**src/rtl/evr_pkg.sv**
```systemverilog
package evr_pkg;

    localparam int VW           = 34;
    localparam int TRIG_BITS    = 30;
    localparam int ATAN_ENTRIES = 30;

    localparam logic signed [VW-1:0] CORDIC_GAIN = 34'sd652032875;

    typedef logic signed [VW-1:0] comp_t;

    typedef struct packed {
        logic  skip;
        comp_t c;
        comp_t s;
    } trig_t;

    typedef struct packed {
        comp_t [2:0]       v;
        logic  [2:0][31:0] p;
    } vp_t;

    typedef struct packed {
        comp_t [2:0]       v;
        logic  [2:0][31:0] p;
        trig_t [2:0]       t;
    } vec_t;

    typedef struct packed {
        logic [31:0] x;
        logic [31:0] y;
        logic [31:0] z;
        logic        sat;
    } res_t;

    function automatic comp_t atan_turn(input int unsigned i);
        comp_t r;
        case (i)
            0:       r = 34'sd536870912;
            1:       r = 34'sd316933406;
            2:       r = 34'sd167458907;
            3:       r = 34'sd85004756;
            4:       r = 34'sd42667331;
            5:       r = 34'sd21354465;
            6:       r = 34'sd10679838;
            7:       r = 34'sd5340245;
            8:       r = 34'sd2670163;
            9:       r = 34'sd1335087;
            10:      r = 34'sd667544;
            11:      r = 34'sd333772;
            12:      r = 34'sd166886;
            13:      r = 34'sd83443;
            14:      r = 34'sd41722;
            15:      r = 34'sd20861;
            16:      r = 34'sd10430;
            17:      r = 34'sd5215;
            18:      r = 34'sd2608;
            19:      r = 34'sd1304;
            20:      r = 34'sd652;
            21:      r = 34'sd326;
            22:      r = 34'sd163;
            23:      r = 34'sd81;
            24:      r = 34'sd41;
            25:      r = 34'sd20;
            26:      r = 34'sd10;
            27:      r = 34'sd5;
            28:      r = 34'sd3;
            29:      r = 34'sd1;
            default: r = '0;
        endcase
        return r;
    endfunction

endpackage

```
**src/rtl/evr_out_buf.sv**
```systemverilog
module evr_out_buf
    import evr_pkg::*;
(
    input  logic clk,
    input  logic rst_n,
    input  logic push,
    input  res_t push_data,
    output logic en,
    output logic out_valid,
    input  logic out_ready,
    output res_t head
);

    logic [1:0] count_reg;
    logic [1:0] count_next;
    res_t       buf0_reg;
    res_t       buf0_next;
    res_t       buf1_reg;
    res_t       buf1_next;
    logic       pop;

    assign en        = (count_reg != 2'd2);
    assign out_valid = (count_reg != 2'd0);
    assign pop       = out_valid && out_ready;
    assign head      = buf0_reg;

    always_comb
    begin
        count_next = count_reg;
        buf0_next  = buf0_reg;
        buf1_next  = buf1_reg;
        unique case (count_reg)
            2'd0:
            begin
                if (push)
                begin
                    buf0_next  = push_data;
                    count_next = 2'd1;
                end
            end
            2'd1:
            begin
                if (push && pop)
                begin
                    buf0_next = push_data;
                end
                else if (push)
                begin
                    buf1_next  = push_data;
                    count_next = 2'd2;
                end
                else if (pop)
                begin
                    count_next = 2'd0;
                end
            end
            2'd2:
            begin
                if (pop)
                begin
                    buf0_next  = buf1_reg;
                    count_next = 2'd1;
                end
            end
            default:
            begin
                count_next = 2'd0;
            end
        endcase
    end

    always_ff @(posedge clk or negedge rst_n)
    begin
        if (!rst_n)
        begin
            count_reg <= 2'd0;
        end
        else
        begin
            count_reg <= count_next;
        end
    end

    always_ff @(posedge clk)
    begin
        buf0_reg <= buf0_next;
        buf1_reg <= buf1_next;
    end

endmodule

```
**config.mk**
```make
export PLATFORM = sky130hd
export DESIGN_NAME = evr_out_buf
export DESIGN_NICKNAME = d
export VERILOG_FILES = /design/src/rtl/evr_pkg.sv /design/src/rtl/evr_out_buf.sv
export SDC_FILE = /design/constraint.sdc
export NUM_CORES = 1
export LEC_CHECK = 0
export ABC_AREA = 1
export BUFFER_PORTS_ARGS = -buffer_cell sky130_fd_sc_hd__buf_4
export CAP_MARGIN = 20
export CORE_MARGIN = 8
export CORE_UTILIZATION = 45
export CTS_CLUSTER_DIAMETER = 30
export CTS_CLUSTER_SIZE = 8
export DETAILED_ROUTE_END_ITERATION = 10
export PLACE_DENSITY = 0.7
export SETUP_SLACK_MARGIN = 0.2
export SLEW_MARGIN = 0
export SYNTH_ARGS = -nofsm -noshare
export SYNTH_HDL_FRONTEND = slang
export SYNTH_SLANG_ARGS = --single-unit
```
**constraint.sdc**
```tcl
create_clock -name clk -period 9.8 [get_ports clk]
set_clock_uncertainty 0.15 [all_clocks]
set_input_delay 1.96 -clock clk [delete_from_list [all_inputs] [get_ports clk]]
set_output_delay 1.96 -clock clk [all_outputs]
set_load 0.02 [all_outputs]
```
* After elaboration in Yosys (flattened, before gate mapping)
Index checks and enable logic that the tools add are counted.
** Cells by class
- Magnitude comparators :: 0
- Multiply operators :: 0
- Reductions and logical operators :: 8
- Divide/modulo/power cells :: 0
- Shift-type cells :: 0
- Bitwise operators :: 1
- Eq/ne operators :: 8
- Add/subtract/negate cells :: 0
- Mux-type cells :: 10
** Operators by type and width (number)
- 97-bit two-way mux :: 3
- 97-bit one-hot mux with 3 select lines :: 1
- 2-bit two-way mux :: 5
- 2-bit != test, second input constant :: 5
- 4-bit AND reduction :: 2
- 2-bit one-hot mux with 3 select lines :: 1
- 3-bit != test, second input constant :: 1
- 3-bit AND reduction :: 1
- 3-bit nonzero test :: 1
- 2-bit by 1-bit == test with 1-bit output, second input constant :: 1
- 2-bit == test, second input constant :: 1
- 1-bit logical AND :: 2
- 2-bit logical NOT :: 1
- 2-bit nonzero test :: 1
- 1-bit inverter :: 1
** Word-level totals
- Latch bits :: 0
- Bits in registers :: 196
- Memories kept :: 0
- Logic and storage cells :: 36
- ROM bits :: 0
- RAM bits :: 0
- Input port bits :: 101

* Longest topological paths before layout
- Depth in word-level cells :: 6
- Depth in mapped cells :: 6
- Gate-level depth less buffers :: 5

* Least setup slack after synthesis
No wires, ideal clock.
- Path kind :: input -> register
- Start :: in push
- End :: reg buf1_reg[0] (netlist name), enable pin
- Arrival :: 8591 ps
- Slack :: 387 ps
- Required time :: 8978 ps
- Cell stages on the path :: 2
- Path through :: nand2_1 > nor3_1
** On the way
- Cells in the longest elaborated chain, start to end :: 3
** Ends and longest elaborated chain
- start, declared :: RTL line evr_out_buf.sv:6 : input logic push,
- 1-bit logical AND :: RTL line evr_out_buf.sv:43 : if (push && pop)
- 1-bit inverter (no line)
- 3-bit AND reduction (no line) *
- end signal, assigned :: RTL line evr_out_buf.sv:87 : buf1_reg <= buf1_next;
- end, declared :: RTL line evr_out_buf.sv:18 : res_t buf1_reg;
Mark *: on every way between the ends. The rest lies on a longest branch, timed or not.
A chain may end at the register's enable or synchronous reset.

* Final worst setup path
- Start :: reg count_reg[1]
- End :: out en
** On the way
- Cells in the longest elaborated chain, start to end :: 1
** Ends and longest elaborated chain
- start, declared :: RTL line evr_out_buf.sv:14 : logic [1:0] count_reg;
- start signal, assigned :: RTL line evr_out_buf.sv:80 : count_reg <= count_next;
- 2-bit != test :: RTL line evr_out_buf.sv:22 : assign en = (count_reg != 2'd2);
- end, declared :: RTL line evr_out_buf.sv:8 : output logic en,
No other way between the ends.

==> metrics.cfg <==
[status]
status=finished clean

[clock_tree]
cts_buffer_depth=2
numCtsBuffers=17
root_buffer=clkbuf_16
h-tree-depth=4
clk_latency_ns=0.42
clock_sinks=196
cts_resized=0
cts_tree=yes
clkTransAtPathRegs_ns=0.06
hold_buffers=0
post_cts_buffers=0

[timing]
finalHoldViolations=0
drv_slew=0
finalSetupTns_ns=0
min_period_ns=4.869
rsz0062_at_grt=no
fmax_mhz=205.4
final.period_utilization_pct=49.68
setup_viol=0
slew_headroom_pct=29.03
tightest_slew_ns=1.065
whs_ns=0.3843

[global_route]
grt_pass1_vias=4704
grt_overflow=0
antenna_found_initial=0
grtUsageTotal_pct=15.81
grt_max_degree=102
grt_pass1_wl_um=24840

[synthesis]
synth_area_leader_cell=edfxtp_1
ys_types=15
yosysSeqAreaShare_pct=80.40
synth_top_area_share_pct=79.71
ys_seq_elements=196
syn_inst=533
synth.cell_area_sq_um=7308
synth_fp_nets=634
avgSynthCellArea_sq_um=13.71
synth_warnings=0
synth.area.top_cells=edfxtp_1 (80%), nand2_1 (10%), nand3_1 (6.7%)

[worst_hold_path]
hold_depth=1
min_path_type=reg -> reg

[power]
irDropWorstVdd_mv=0.1190
p_leak_nw=3.934
p_per_area_nw_per_um2=266.8

[final_layout]
fin_nets=825
multi_input_area_sq_um=1272
drive_above_1_share_pct=31.66
ff_latch_area_sq_um=5879
mostFrequentLayoutCells=buf_4 (202), nand2_1 (199), edfxtp_1 (194)
final_common_cell=buf_4
fill_cells=1278
antenna_cells=0
synthToLayoutAreaGrowth_pct=29.79

[die]
die_h_um=143.4
fp.dieW_um=143.4
dieArea_sq_um=20580
core-area_sq_um=15890
io_pins=200
num_rows=46
initial_core_util_pct=46.01

[detailed_routing]
routed_via_density=4.940
wl_um=16260
wl_per_cell_um=17.08
dr.pass1.iters=5
ant_nets=0
num_vias=4703
drc_errors=0
first_iter_violations=285

[critical_path]
reg2reg_depth=5
worst_setup_path_end_kind=primary output
cp.arrival_ns=2.76
crit_path_start_kind=flip-flop
cp_data_required_time_ns=7.69
cp_max_fo=101
critical_path_class=reg -> out

[placed_design]
place_congestion=0.8054
port_buffers=199
dp_hpwl_um=10820

[job]
max_cap_violations=0

==> critical path, stage by stage, from the launching register on <==
cell     delay (ns)
dfrtp_4        1.12
nand2_4        0.79
buf_4          0.42
==> through the flow <==
step                std cells  setup WS (ns)  utilization (%)  total power [W]  cell area (sq um)
finish                    952          4.931            59.71         0.002531               9485
global route              952          4.706            59.71         0.002658               9485
CTS                       951          4.869            59.54         0.002561               9458
detailed placement        920          5.326            56.39         0.001961               8957
global placement          920          5.396            56.39         0.001940               8957
floorplan                 533         0.3874                -         0.001666               7308
==> final cells by class <==
cell class,instances,area share (%)
flip-flops and latches,196,61.98
inverters,4,0.1979
well taps,216,2.849
repair buffers,203,16.28
clock inverters,12,0.7123
clock buffers,19,4.564
multi-input cells,302,13.42
==> path summary, 6_finish.rpt <==
check	from	to	slack [ns]
max	count_reg[1]	en	4.93
min	count_reg[0]	count_reg[1]	0.38
max reg2reg	count_reg[1]	head[24]	5.87
min reg2reg	count_reg[0]	count_reg[1]	0.38
max in group asynchronous	rst_n	count_reg[1]	8.23
min in group asynchronous	rst_n	count_reg[1]	1.17
==> where the power goes <==
| group | total (W) | switching, W | internal [W] |
|---|---|---|---|
| combinational | 0.000686 | 0.000447 | 0.000239 |
| clock | 0.000594 | 0.000276 | 0.000318 |
| sequential | 0.00125 | 0.0000948 | 0.00116 |
==> kinds of logic after synthesis <==
group           synth area share, %
simple gates                  17.14
flops                         80.40
buf+inv                       2.328
compound gates               0.1368
==> cells in the mapped netlist <==
cell and count:
buf_2 19, nor2_1 1, nand3_1 98, a21oi_1 1
clkbuf_1 2, nand2_2 1, nor3_1 1, nand2_1 199
dfrtp_1 2, edfxtp_1 194, o21ai_0 1, buf_1 6
inv_1 3, inv_2 1, buf_4 4
==> routing by layer <==
metal / GRT usage [%] / wire length, um / up-vias
met1: 19.66 / 6576 / 2222
met5: 0 / 0 / -
met3: 5.242 / 1591 / 18
met2: 25.60 / 7922 / 205
li1: - / - / 2258
met4: 5.147 / 169 / 0
(Power assumes the default switching activity.)
