[src/rtl/evr_pkg.sv]
package evr_pkg;

    localparam int VW           = 34;
    localparam int TRIG_BITS    = 30;
    localparam int ATAN_ENTRIES = 30;

    localparam logic signed [VW-1:0] CORDIC_GAIN = 34'sd652032875;

    typedef logic signed [VW-1:0] comp_t;

    typedef struct packed {
        logic  skip;
        comp_t c;
        comp_t s;
    } trig_t;

    typedef struct packed {
        comp_t [2:0]       v;
        logic  [2:0][31:0] p;
    } vp_t;

    typedef struct packed {
        comp_t [2:0]       v;
        logic  [2:0][31:0] p;
        trig_t [2:0]       t;
    } vec_t;

    typedef struct packed {
        logic [31:0] x;
        logic [31:0] y;
        logic [31:0] z;
        logic        sat;
    } res_t;

    function automatic comp_t atan_turn(input int unsigned i);
        comp_t r;
        case (i)
            0:       r = 34'sd536870912;
            1:       r = 34'sd316933406;
            2:       r = 34'sd167458907;
            3:       r = 34'sd85004756;
            4:       r = 34'sd42667331;
            5:       r = 34'sd21354465;
            6:       r = 34'sd10679838;
            7:       r = 34'sd5340245;
            8:       r = 34'sd2670163;
            9:       r = 34'sd1335087;
            10:      r = 34'sd667544;
            11:      r = 34'sd333772;
            12:      r = 34'sd166886;
            13:      r = 34'sd83443;
            14:      r = 34'sd41722;
            15:      r = 34'sd20861;
            16:      r = 34'sd10430;
            17:      r = 34'sd5215;
            18:      r = 34'sd2608;
            19:      r = 34'sd1304;
            20:      r = 34'sd652;
            21:      r = 34'sd326;
            22:      r = 34'sd163;
            23:      r = 34'sd81;
            24:      r = 34'sd41;
            25:      r = 34'sd20;
            26:      r = 34'sd10;
            27:      r = 34'sd5;
            28:      r = 34'sd3;
            29:      r = 34'sd1;
            default: r = '0;
        endcase
        return r;
    endfunction

endpackage

[src/rtl/evr_turn_conv.sv]
module evr_turn_conv
    import evr_pkg::*;
#(
    parameter int FRAC_BITS = 16
)
(
    input  logic        clk,
    input  logic        en,
    input  logic [31:0] angle,
    output logic [31:0] turn,
    output logic        zero
);

    localparam int SHIFT = 32 - FRAC_BITS;

    // floor(u / 45) = (u * (2^32 + RECIP_LO)) >> 38 for every 32-bit u
    localparam logic [30:0] RECIP_LO = 31'd1813430637;
    localparam logic [31:0] Q_BIAS   = 32'd47721858;
    localparam logic [5:0]  R_BIAS   = 6'd38;

    logic [31:0] tbl [45];

    for (genvar r = 0; r < 45; r++)
    begin : g_tbl
        localparam longint TV = ((longint'(r) <<< SHIFT) + 180) / 360;
        assign tbl[r] = 32'(TV);
    end

    logic [31:0] u1_reg;
    logic        zero1_reg;
    logic [62:0] prod_reg;
    logic [31:0] u2_reg;
    logic        zero2_reg;
    logic [26:0] qu_reg;
    logic [5:0]  u3_reg;
    logic        zero3_reg;
    logic [31:0] q_reg;
    logic [5:0]  rr_reg;
    logic        zero4_reg;
    logic [31:0] turn_reg;
    logic        zero5_reg;

    logic [64:0] full_prod;
    logic [11:0] qm;
    logic [5:0]  ru;
    logic [31:0] q_next;
    logic [5:0]  rr_next;
    logic [31:0] turn_next;

    always_comb
    begin
        full_prod = {1'b0, u2_reg, 32'd0} + {2'b00, prod_reg};
        qm        = 12'(qu_reg[5:0]) * 12'd45;
        ru        = u3_reg - qm[5:0];
        if (ru < R_BIAS)
        begin
            q_next  = 32'(qu_reg) - Q_BIAS - 32'd1;
            rr_next = ru + 6'd7;
        end
        else
        begin
            q_next  = 32'(qu_reg) - Q_BIAS;
            rr_next = ru - R_BIAS;
        end
        turn_next = (q_reg << (SHIFT - 3)) + tbl[rr_reg];
    end

    always_ff @(posedge clk)
    begin
        if (en)
        begin
            u1_reg    <= angle ^ 32'h8000_0000;
            zero1_reg <= (angle == 32'd0);
            prod_reg  <= 63'(u1_reg) * 63'(RECIP_LO);
            u2_reg    <= u1_reg;
            zero2_reg <= zero1_reg;
            qu_reg    <= full_prod[64:38];
            u3_reg    <= u2_reg[5:0];
            zero3_reg <= zero2_reg;
            q_reg     <= q_next;
            rr_reg    <= rr_next;
            zero4_reg <= zero3_reg;
            turn_reg  <= turn_next;
            zero5_reg <= zero4_reg;
        end
    end

    assign turn = turn_reg;
    assign zero = zero5_reg;

endmodule

[config.mk]
export PLATFORM = sky130hd
export DESIGN_NAME = evr_turn_conv
export DESIGN_NICKNAME = d
export VERILOG_FILES = /design/src/rtl/evr_pkg.sv /design/src/rtl/evr_turn_conv.sv
export SDC_FILE = /design/constraint.sdc
export NUM_CORES = 1
export LEC_CHECK = 0
export ABC_CLOCK_PERIOD_IN_PS = 12000
export BUFFER_PORTS_ARGS = -buffer_cell sky130_fd_sc_hd__buf_2
export CORE_MARGIN = 4
export CORE_UTILIZATION = 70
export DETAILED_ROUTE_END_ITERATION = 10
export PLACE_DENSITY = 0.88
export REMOVE_ABC_BUFFERS = 1
export SLEW_MARGIN = 30
export SYNTH_ARGS = -nofsm -noshare
export SYNTH_HDL_FRONTEND = slang
export SYNTH_SLANG_ARGS = --single-unit
[constraint.sdc]
create_clock -name clk -period 12 [get_ports clk]
set_input_delay 2.4 -clock clk [delete_from_list [all_inputs] [get_ports clk]]
set_output_delay 2.4 -clock clk [all_outputs]
set_load 0.01 [all_outputs]
=== Word level (Yosys, flattened, before mapping) ===
Memories as Yosys holds them, arrays and structs flattened.
Cells that the tools add are included.

* Input port bits: 34
* Memories kept: 1
* Bits in read-only memories: 2048
* Logic and storage cells: 32
* Output and inout port bits: 33
* Bits in registers: 201

* Muxes and demuxes: 4
* $lt $le $gt $ge: 2
* Bitwise gates (word level): 2
* Multiply operators: 2
* Add/subtract/negate cells: 7
* Reductions and logical operators: 1

{| class="wikitable"
|+ Memory list
! name !! depth !! bits a word !! rd ports !! clocked after memory_dff !! write ports !! line !! RTL
|-
| (no name shown) || 64 || 32 || 1 || 0 || 0 || evr_turn_conv.sv:65 || <nowiki>turn_next = (q_reg << (SHIFT - 3)) + tbl[rr_reg];</nowiki>
|}

{| class="wikitable"
|+ Operators with widths
! operator !! number
|-
| 32-bit two-way mux || 2
|-
| 57-bit adder || 1
|-
| 32-bit by 31-bit multiplier with 57-bit output, second input constant || 1
|-
| 32-bit adder || 1
|-
| 32-bit zero test || 1
|-
| 19-bit two-way mux || 1
|-
| 19-bit by 1-bit subtractor with 19-bit output, second input constant || 1
|-
| 19-bit by 14-bit subtractor with 19-bit output, second input constant || 1
|-
| 7-bit greater-or-equal comparator, second input constant || 1
|-
| 6-bit inverter with 7-bit output || 1
|-
| 6-bit by 3-bit adder with 6-bit output, second input constant || 1
|-
| 6-bit < comparator, second input constant || 1
|-
| 6-bit by 6-bit multiplier with 6-bit output, second input constant || 1
|-
| 6-bit two-way mux || 1
|-
| 6-bit subtractor || 1
|-
| 6-bit subtractor, second input constant || 1
|-
| 1-bit inverter || 1
|}

=== Longest topological paths before layout ===
Gate-level depths: netlist of the first run.

* Depth after elaboration: 5
* Gate-level depth with buffers: 24
* Mapped depth without buffers: 24

=== Worst setup path before layout of the first run ===
No wires, ideal clock.

* Kind: register to register
* Start: reg u1_reg[4]
* End: reg prod_reg[47], data pin
* Clock period less this slack: 7.140 ns
* Cell stages (with the launch flop): 22
* Data required time: 11.737 ns
* Arrival time: 6.876 ns
* Setup time: 0.263 ns
* Slack: 4.860 ns
* Buffers on the path: 1
* Path through: edfxtp_1 -> ha_1 -> clkbuf_1 -> xor2_1 -> xor2_1 -> fa_1 -> inv_1 -> fa_1 -> inv_1 -> fa_1 -> fa_1 -> fa_1 -> fa_1 -> ha_1 -> inv_1 -> or4_4 -> or3_1 -> o32a_1 -> a21bo_2 -> o311a_4 -> o221ai_2 -> xor2_1

* Cells in the longest elaborated chain, start to end: 1

{| class="wikitable"
|+ RTL lines
! element !! line !! RTL
|-
| start, declared || evr_turn_conv.sv:29 || <nowiki>logic [31:0] u1_reg;</nowiki>
|-
| start signal, assigned || evr_turn_conv.sv:72 || <nowiki>u1_reg <= angle ^ 32'h8000_0000;</nowiki>
|-
| 32-bit by 31-bit multiplier with 57-bit output || evr_turn_conv.sv:74 || <nowiki>prod_reg <= 63'(u1_reg) * 63'(RECIP_LO);</nowiki>
|-
| end signal, assigned || evr_turn_conv.sv:74 ||
|-
| end, declared || evr_turn_conv.sv:31 || <nowiki>logic [62:0] prod_reg;</nowiki>
|}

Every way passes these cells.
A chain may end at the register's enable or synchronous reset.

=== Worst setup path in the final report of the first run ===
* Start: reg u1_reg[0]
* End: reg prod_reg[54], data pin

Same word-level chain as after synthesis.

==> results of run 1 <==
==> final timing paths <==
path,start,to,slack (ns),depth (start not counted)
min reg2reg,q_reg[11],turn[24],0.42,0
max reg2reg,u1_reg[0],prod_reg[54],3.58,21
max,u1_reg[0],prod_reg[54],3.58,21
min,q_reg[11],turn[24],0.42,0
==> worst max-delay path: cells and delay by family, from the launching register on <==
family          cells  cell delay (ns)
buf+inv             2             0.09
compound gates      5             1.91
xor+xnor            2             0.73
fa+ha+maj           9             3.78
flops               1             0.70
simple gates        3             1.03
==> logic make-up (layout without fill, tap and decap cells) <==
family	Yosys count	after routing
XOR/XNOR	117	117
AND/OR/NAND/NOR	261	261
multiplexers	5	5
adder cells (fa/ha/maj)	714	714
buffers and inverters	591	664
flip-flops	169	169
AO/OA/AOI/OAI	266	266
==> final cells by class <==
type,instances,area [um^2]
multi-input cells,1363,15500
well taps,435,544
fillers,2157,7700
repair buffers,69,370
clock buffers,17,425
flip-flops and latches,169,5070
clock inverters,15,165
inverters,563,2110
==> per-layer routing <==
layer  wire length, um  global-route usage [%]  vias to the layer above  part of all wire, %
met1             22600                    44.1                     7869                   38
met3              5280                    6.21                      146                  9.0
met4              2240                    10.9                        0                  3.8
met5                 0                       0                        -                    0
met2             28600                    58.4                      794                   49
li1                  -                       -                     7003                    -
==> synth_stat cells, types with 4 or more instances <==
master    number  area [um^2]
a211oi_1      10         75.1
a21boi_0       4         30.0
a21o_1        27          203
a21oi_1       89          445
a22oi_1        4         30.0
a31oi_1        5         31.3
and2_1        16          100
and3_1         7         43.8
clkbuf_1      21         78.8
edfxtp_1     169         5070
fa_1         328         6570
ha_1         386         4830
inv_1        561         2110
mux2i_1        4         40.0
nand2_1       75          282
nand2b_1       6         37.5
nand3_1       17         85.1
nand4_1       17          106
nor2_1        55          206
nor2b_1        8         50.1
nor3_1        20          100
nor4_1        12         75.1
o211ai_1      13         97.6
o21a_1         9         67.6
o21ai_0       52          260
o21bai_1       6         45.0
o221ai_1       5         43.8
o22ai_1        4         25.0
or2_2          9         56.3
or3_1          5         31.3
xnor2_1       65          569
xor2_1        52          455
==> stage by stage <==
stage / worst slack [ns] / hold WS (ns) / util [%] / cells / cell area [um^2]
global placement: 3.78 / 0.401 / 73.9 / 2597 / 23600
detailed placement: 3.83 / 0.408 / 73.9 / 2597 / 23600
global route: 3.30 / 0.424 / 75.8 / 2631 / 24200
floorplan: 4.94 / 0.400 / - / 2095 / 22700
CTS: 3.77 / 0.423 / 75.7 / 2629 / 24100
finish: 3.58 / 0.419 / 75.8 / 2631 / 24200
==> run metrics, run 1 <==
status=finished, final reports clean; Synth Cell Area=22800 um^2; register bit total from synthesis=169; aggregate global-route resource usage=33.9%; Compound-Gate Fraction of Synth Area=7.53%; Synth warnings=0; I/O Pins=67; Worst Tran Pin Value=0.965 ns; Initial Util=71.5%; Total Wirelength=58.7 mm; initial antenna violation count=0; Critical Path Source Type=register; antenna viol nets, final=0; clock buffer count from CTS=17; number of global-route vias before repair=roughly 17k; CP Class=reg -> reg; via/cell ratio=6.01; post-synth cell types=73; # clock sinks=~170; GP Congestion=just over 1; worst-path fanout max=11; Final #Nets=2931; Setup Fix Bufs, Post-CTS=0; Detailed Routing Iterations Pass 1=6; post_cts resized=0; Vias=15.8k; Syn Inst Count=2123; xor/xnor cell area share of the yosys netlist=4.49%; Post-Synth Simple-Gate Area=5.67%; worst skew pair latency=0.44 ns; final hold violations=0; Syn Area/Cell=10.7 um^2; largest family of logic cells by synthesized area=adder cells; first-pass GRT wire length=around 92 mm; max-slew violation count=0; final setup violation count=0; min cycle time layout=8.42 ns; # Max-Cap Violations=0; Max Freq=119 MHz; Post-Synth Adder-Cell Area=50.0%; detailed-route DRC error count=0; Synth Flop Type=edfxtp_1; post-DR wirelength/cell=22.3 um; setup TNS=0 ns; commonest non-fill, non-tap cell in the layout=inv_1; share of cells above drive strength 1=5.74%; most frequent CP cell=fa_1; Final Skew=roughly 0.018 ns; Seq/Total Area, Yosys=between 20 and 25%; grt total ovfl=0; htree depth=4; row count=65; RSZ-0062 raised after global routing=no; input/output buffers=66; Async SR Flop Fraction=0%; largest net degree at the start of global routing=between 80 and 90; die height=188 um; EDFF count, synth=roughly 170; CP Capture Type=register; proportion of synthesized area in mux cells=0.225%; Hold Crit Class=reg -> reg; initial drt markers=around 1.4k; Rel. slew slack=35.3%; core box area=31900 um^2; CP required=12.26 ns; Arrival @ worst endpoint=8.69 ns; ant diodes=0; CP max stage delay=0.78 ns; Cell Chain, Critical Path=ha_1, xor2_1, ha_1, ha_1, xor2_1, fa_1, fa_1, fa_1, fa_1, inv_1, fa_1, inv_1, ha_1, nand4_1, nor4_1, a32oi_1, a211oi_1, a21oi_1, o21ai_0, or3b_2, a21oi_1; CTS root buf=clkbuf_16; area grow syn2layout=6.04%; Die ar.=35500 um^2; Clock Pin Slew Worst Setup and Hold Paths=0.07 ns; CTS tree=done; Final Cycle Share=between 70% and 80%; slowest CP cell=a211oi_1; chip width=188 um; clock buffer depth=2; HPWL after detailed placement=just under 50 mm; hold_buf cts=0; commonest cells after routing, fill and taps aside=inv_1 (561), ha_1 (386), fa_1 (328), edfxtp_1 (169), a21oi_1 (89)
Power of run 1 is left out: the tool's default activity adds up to more than one toggle a clock period on the data nets, which glitch-free logic cannot reach.
==> run 2: changes to the inputs <==
--- a/config.mk
+++ b/config.mk
@@ -5,12 +5,12 @@
 export SDC_FILE = /design/constraint.sdc
 export NUM_CORES = 1
 export LEC_CHECK = 0
-export ABC_CLOCK_PERIOD_IN_PS = 12000
+export ABC_CLOCK_PERIOD_IN_PS = 6900
 export BUFFER_PORTS_ARGS = -buffer_cell sky130_fd_sc_hd__buf_2
 export CORE_MARGIN = 4
-export CORE_UTILIZATION = 70
+export CORE_UTILIZATION = 59
 export DETAILED_ROUTE_END_ITERATION = 10
-export PLACE_DENSITY = 0.88
+export PLACE_DENSITY = 0.79
 export REMOVE_ABC_BUFFERS = 1
 export SLEW_MARGIN = 30
 export SYNTH_ARGS = -nofsm -noshare
==> constraint.sdc (replaced) <==
create_clock -name clk -period 6.9 [get_ports clk]
set_input_delay 1.38 -clock clk [delete_from_list [all_inputs] [get_ports clk]]
set_output_delay 1.38 -clock clk [all_outputs]
set_load 0.01 [all_outputs]
==> run metrics, run 2 (synthesized netlist as in run 1, its figures left out) <==
initial antenna violation count=0; Final Skew=approximately 0.016 ns; hold_buf cts=0; dpl ws=-0.381 ns; Setup WS post-layout=-0.179 ns; R2R cell count=21; Critical Path Source Type=register; CP Capture Type=register; Final Cycle Share=103%; Initial Util=60.1%; Post-Place Cells=roughly 2.8k; failing checks=negative setup slack; HPWL after detailed placement=52.1 mm; Detailed Routing Iterations Pass 1=5; RSZ-0062 raised after global routing=yes; post-DR wirelength/cell=roughly 21 um; Clock Pin Slew Worst Setup and Hold Paths=0.07 ns; Max Freq=141 MHz; number of global-route vias before repair=17.4k; detailed-route DRC error count=0; first-pass GRT wire length=96.1 mm; max-slew violation count=0; core box area=37900 um^2; input/output buffers=66; clock buffer depth=2; slowest CP cell=fa_1; clock buffer count from CTS=17; via/cell ratio=approximately 5.5; CP max stage delay=0.61 ns; Rel. slew slack=~41%; chip width=205 um; Cell Chain, Critical Path=ha_4, fa_1, inv_1, fa_1, inv_2, fa_2, fa_1, fa_1, fa_1, inv_2, fa_1, inv_2, ha_4, nand4_1, or4_4, or3_1, o32a_1, a21bo_4, o311a_4, o221ai_2, xor2_1; share of cells above drive strength 1=18.5%; min cycle time layout=~7.1 ns; CTS root buf=clkbuf_16; # clock sinks=between 150 and 200; area grow syn2layout=16.9%; row count=just over 70; # Max-Cap Violations=0; Arrival @ worst endpoint=between 7 and 8 ns; grt total ovfl=0; Worst Hold Depth=0; aggregate global-route resource usage=30.4%; commonest cells after routing, fill and taps aside=inv_1 (549), ha_1 (351), fa_1 (319), buf_4 (209), edfxtp_1 (169); CP required=7.08 ns; commonest non-fill, non-tap cell in the layout=inv_1; GP Congestion=1.03; worst hold slack=0.422 ns; CTS tree=done; largest net degree at the start of global routing=120; most frequent CP cell=fa_1; die height=205 um; Area after DPL=25000 um^2; Worst Tran Pin Value=0.889 ns; initial drt markers=about 1.1k; Finished Layout Cells=around 2.9k; Vias=between 15k and 20k; worst skew pair latency=0.44 ns; Final #Nets=around 3.2k; final hold violations=0; Hold Crit Class=reg -> reg; worst-path fanout max=4; post-route cell area=26700 um^2; antenna viol nets, final=0; I/O Pins=67; Total Wirelength=between 60 and 70 mm; status=complete, but fails checks; htree depth=4; Die ar.=41900 um^2; final setup violation count=11; CP Class=reg -> reg
run 2: cell type report:
type / instances / area (um^2)
repair buffers: 290 / 2080
diodes: 1 / 2.50
multi-input cells: 1363 / 16200
clock buffers: 17 / 425
flip-flops and latches: 169 / 5070
inverters: 563 / 2110
well taps: 511 / 639
fillers: 2731 / 11300
clock inverters: 15 / 155
run 2: worst max-delay path: cells and delay by family, from the launching register on:
kind | cells | cell delay (ns)
xor gates and xnor gates | 1 | 0.10
buffers and inverters | 4 | 0.19
and+or+nand+nor | 3 | 0.91
DFF | 1 | 0.54
adders and majority gates | 9 | 4.11
AOI/OAI and AO/OA | 4 | 0.98
run 2: path summary, 6_finish.rpt:
| check | start | endpoint | slack (ns) |
|---|---|---|---|
| max | u1_reg[18] | prod_reg[47] | -0.18 |
| min | q_reg[16] | turn[29] | 0.42 |
| max reg2reg | u1_reg[18] | prod_reg[47] | -0.18 |
| min reg2reg | q_reg[16] | turn[29] | 0.42 |
run 2: timing repair:
| action | 4_1_cts | 5_1_grt |
|---|---|---|
| endpoints found under the setup margin | 18 | 21 |
| setup buffers | 27 | 21 |
| pin swaps | 23 | 46 |
| gates resized for setup | 58 | 82 |
run 2: through the flow:
stage / utilization [%] / TNS, ns
final: 70.3 / -0.977
after global routing: 70.3 / -3.15
after CTS: 68.7 / -1.05
after detailed placement: 65.9 / -4.33
after global placement: 65.8 / -3.03
after floorplan: - / -0.434
run 2: layer usage:
layer | part of all wire, % | up-vias | global-route usage (%) | routed length (um)
met4 | 4.2 | 0 | 11.4 | 2620
met3 | 7.4 | 115 | 7.01 | 4580
met5 | 0 | - | 0 | 0
met2 | 48 | 566 | 50.0 | 29800
li1 | - | 7457 | - | -
met1 | 40 | 8055 | 39.5 | 25000
Power of run 2 is left out for the same reason.
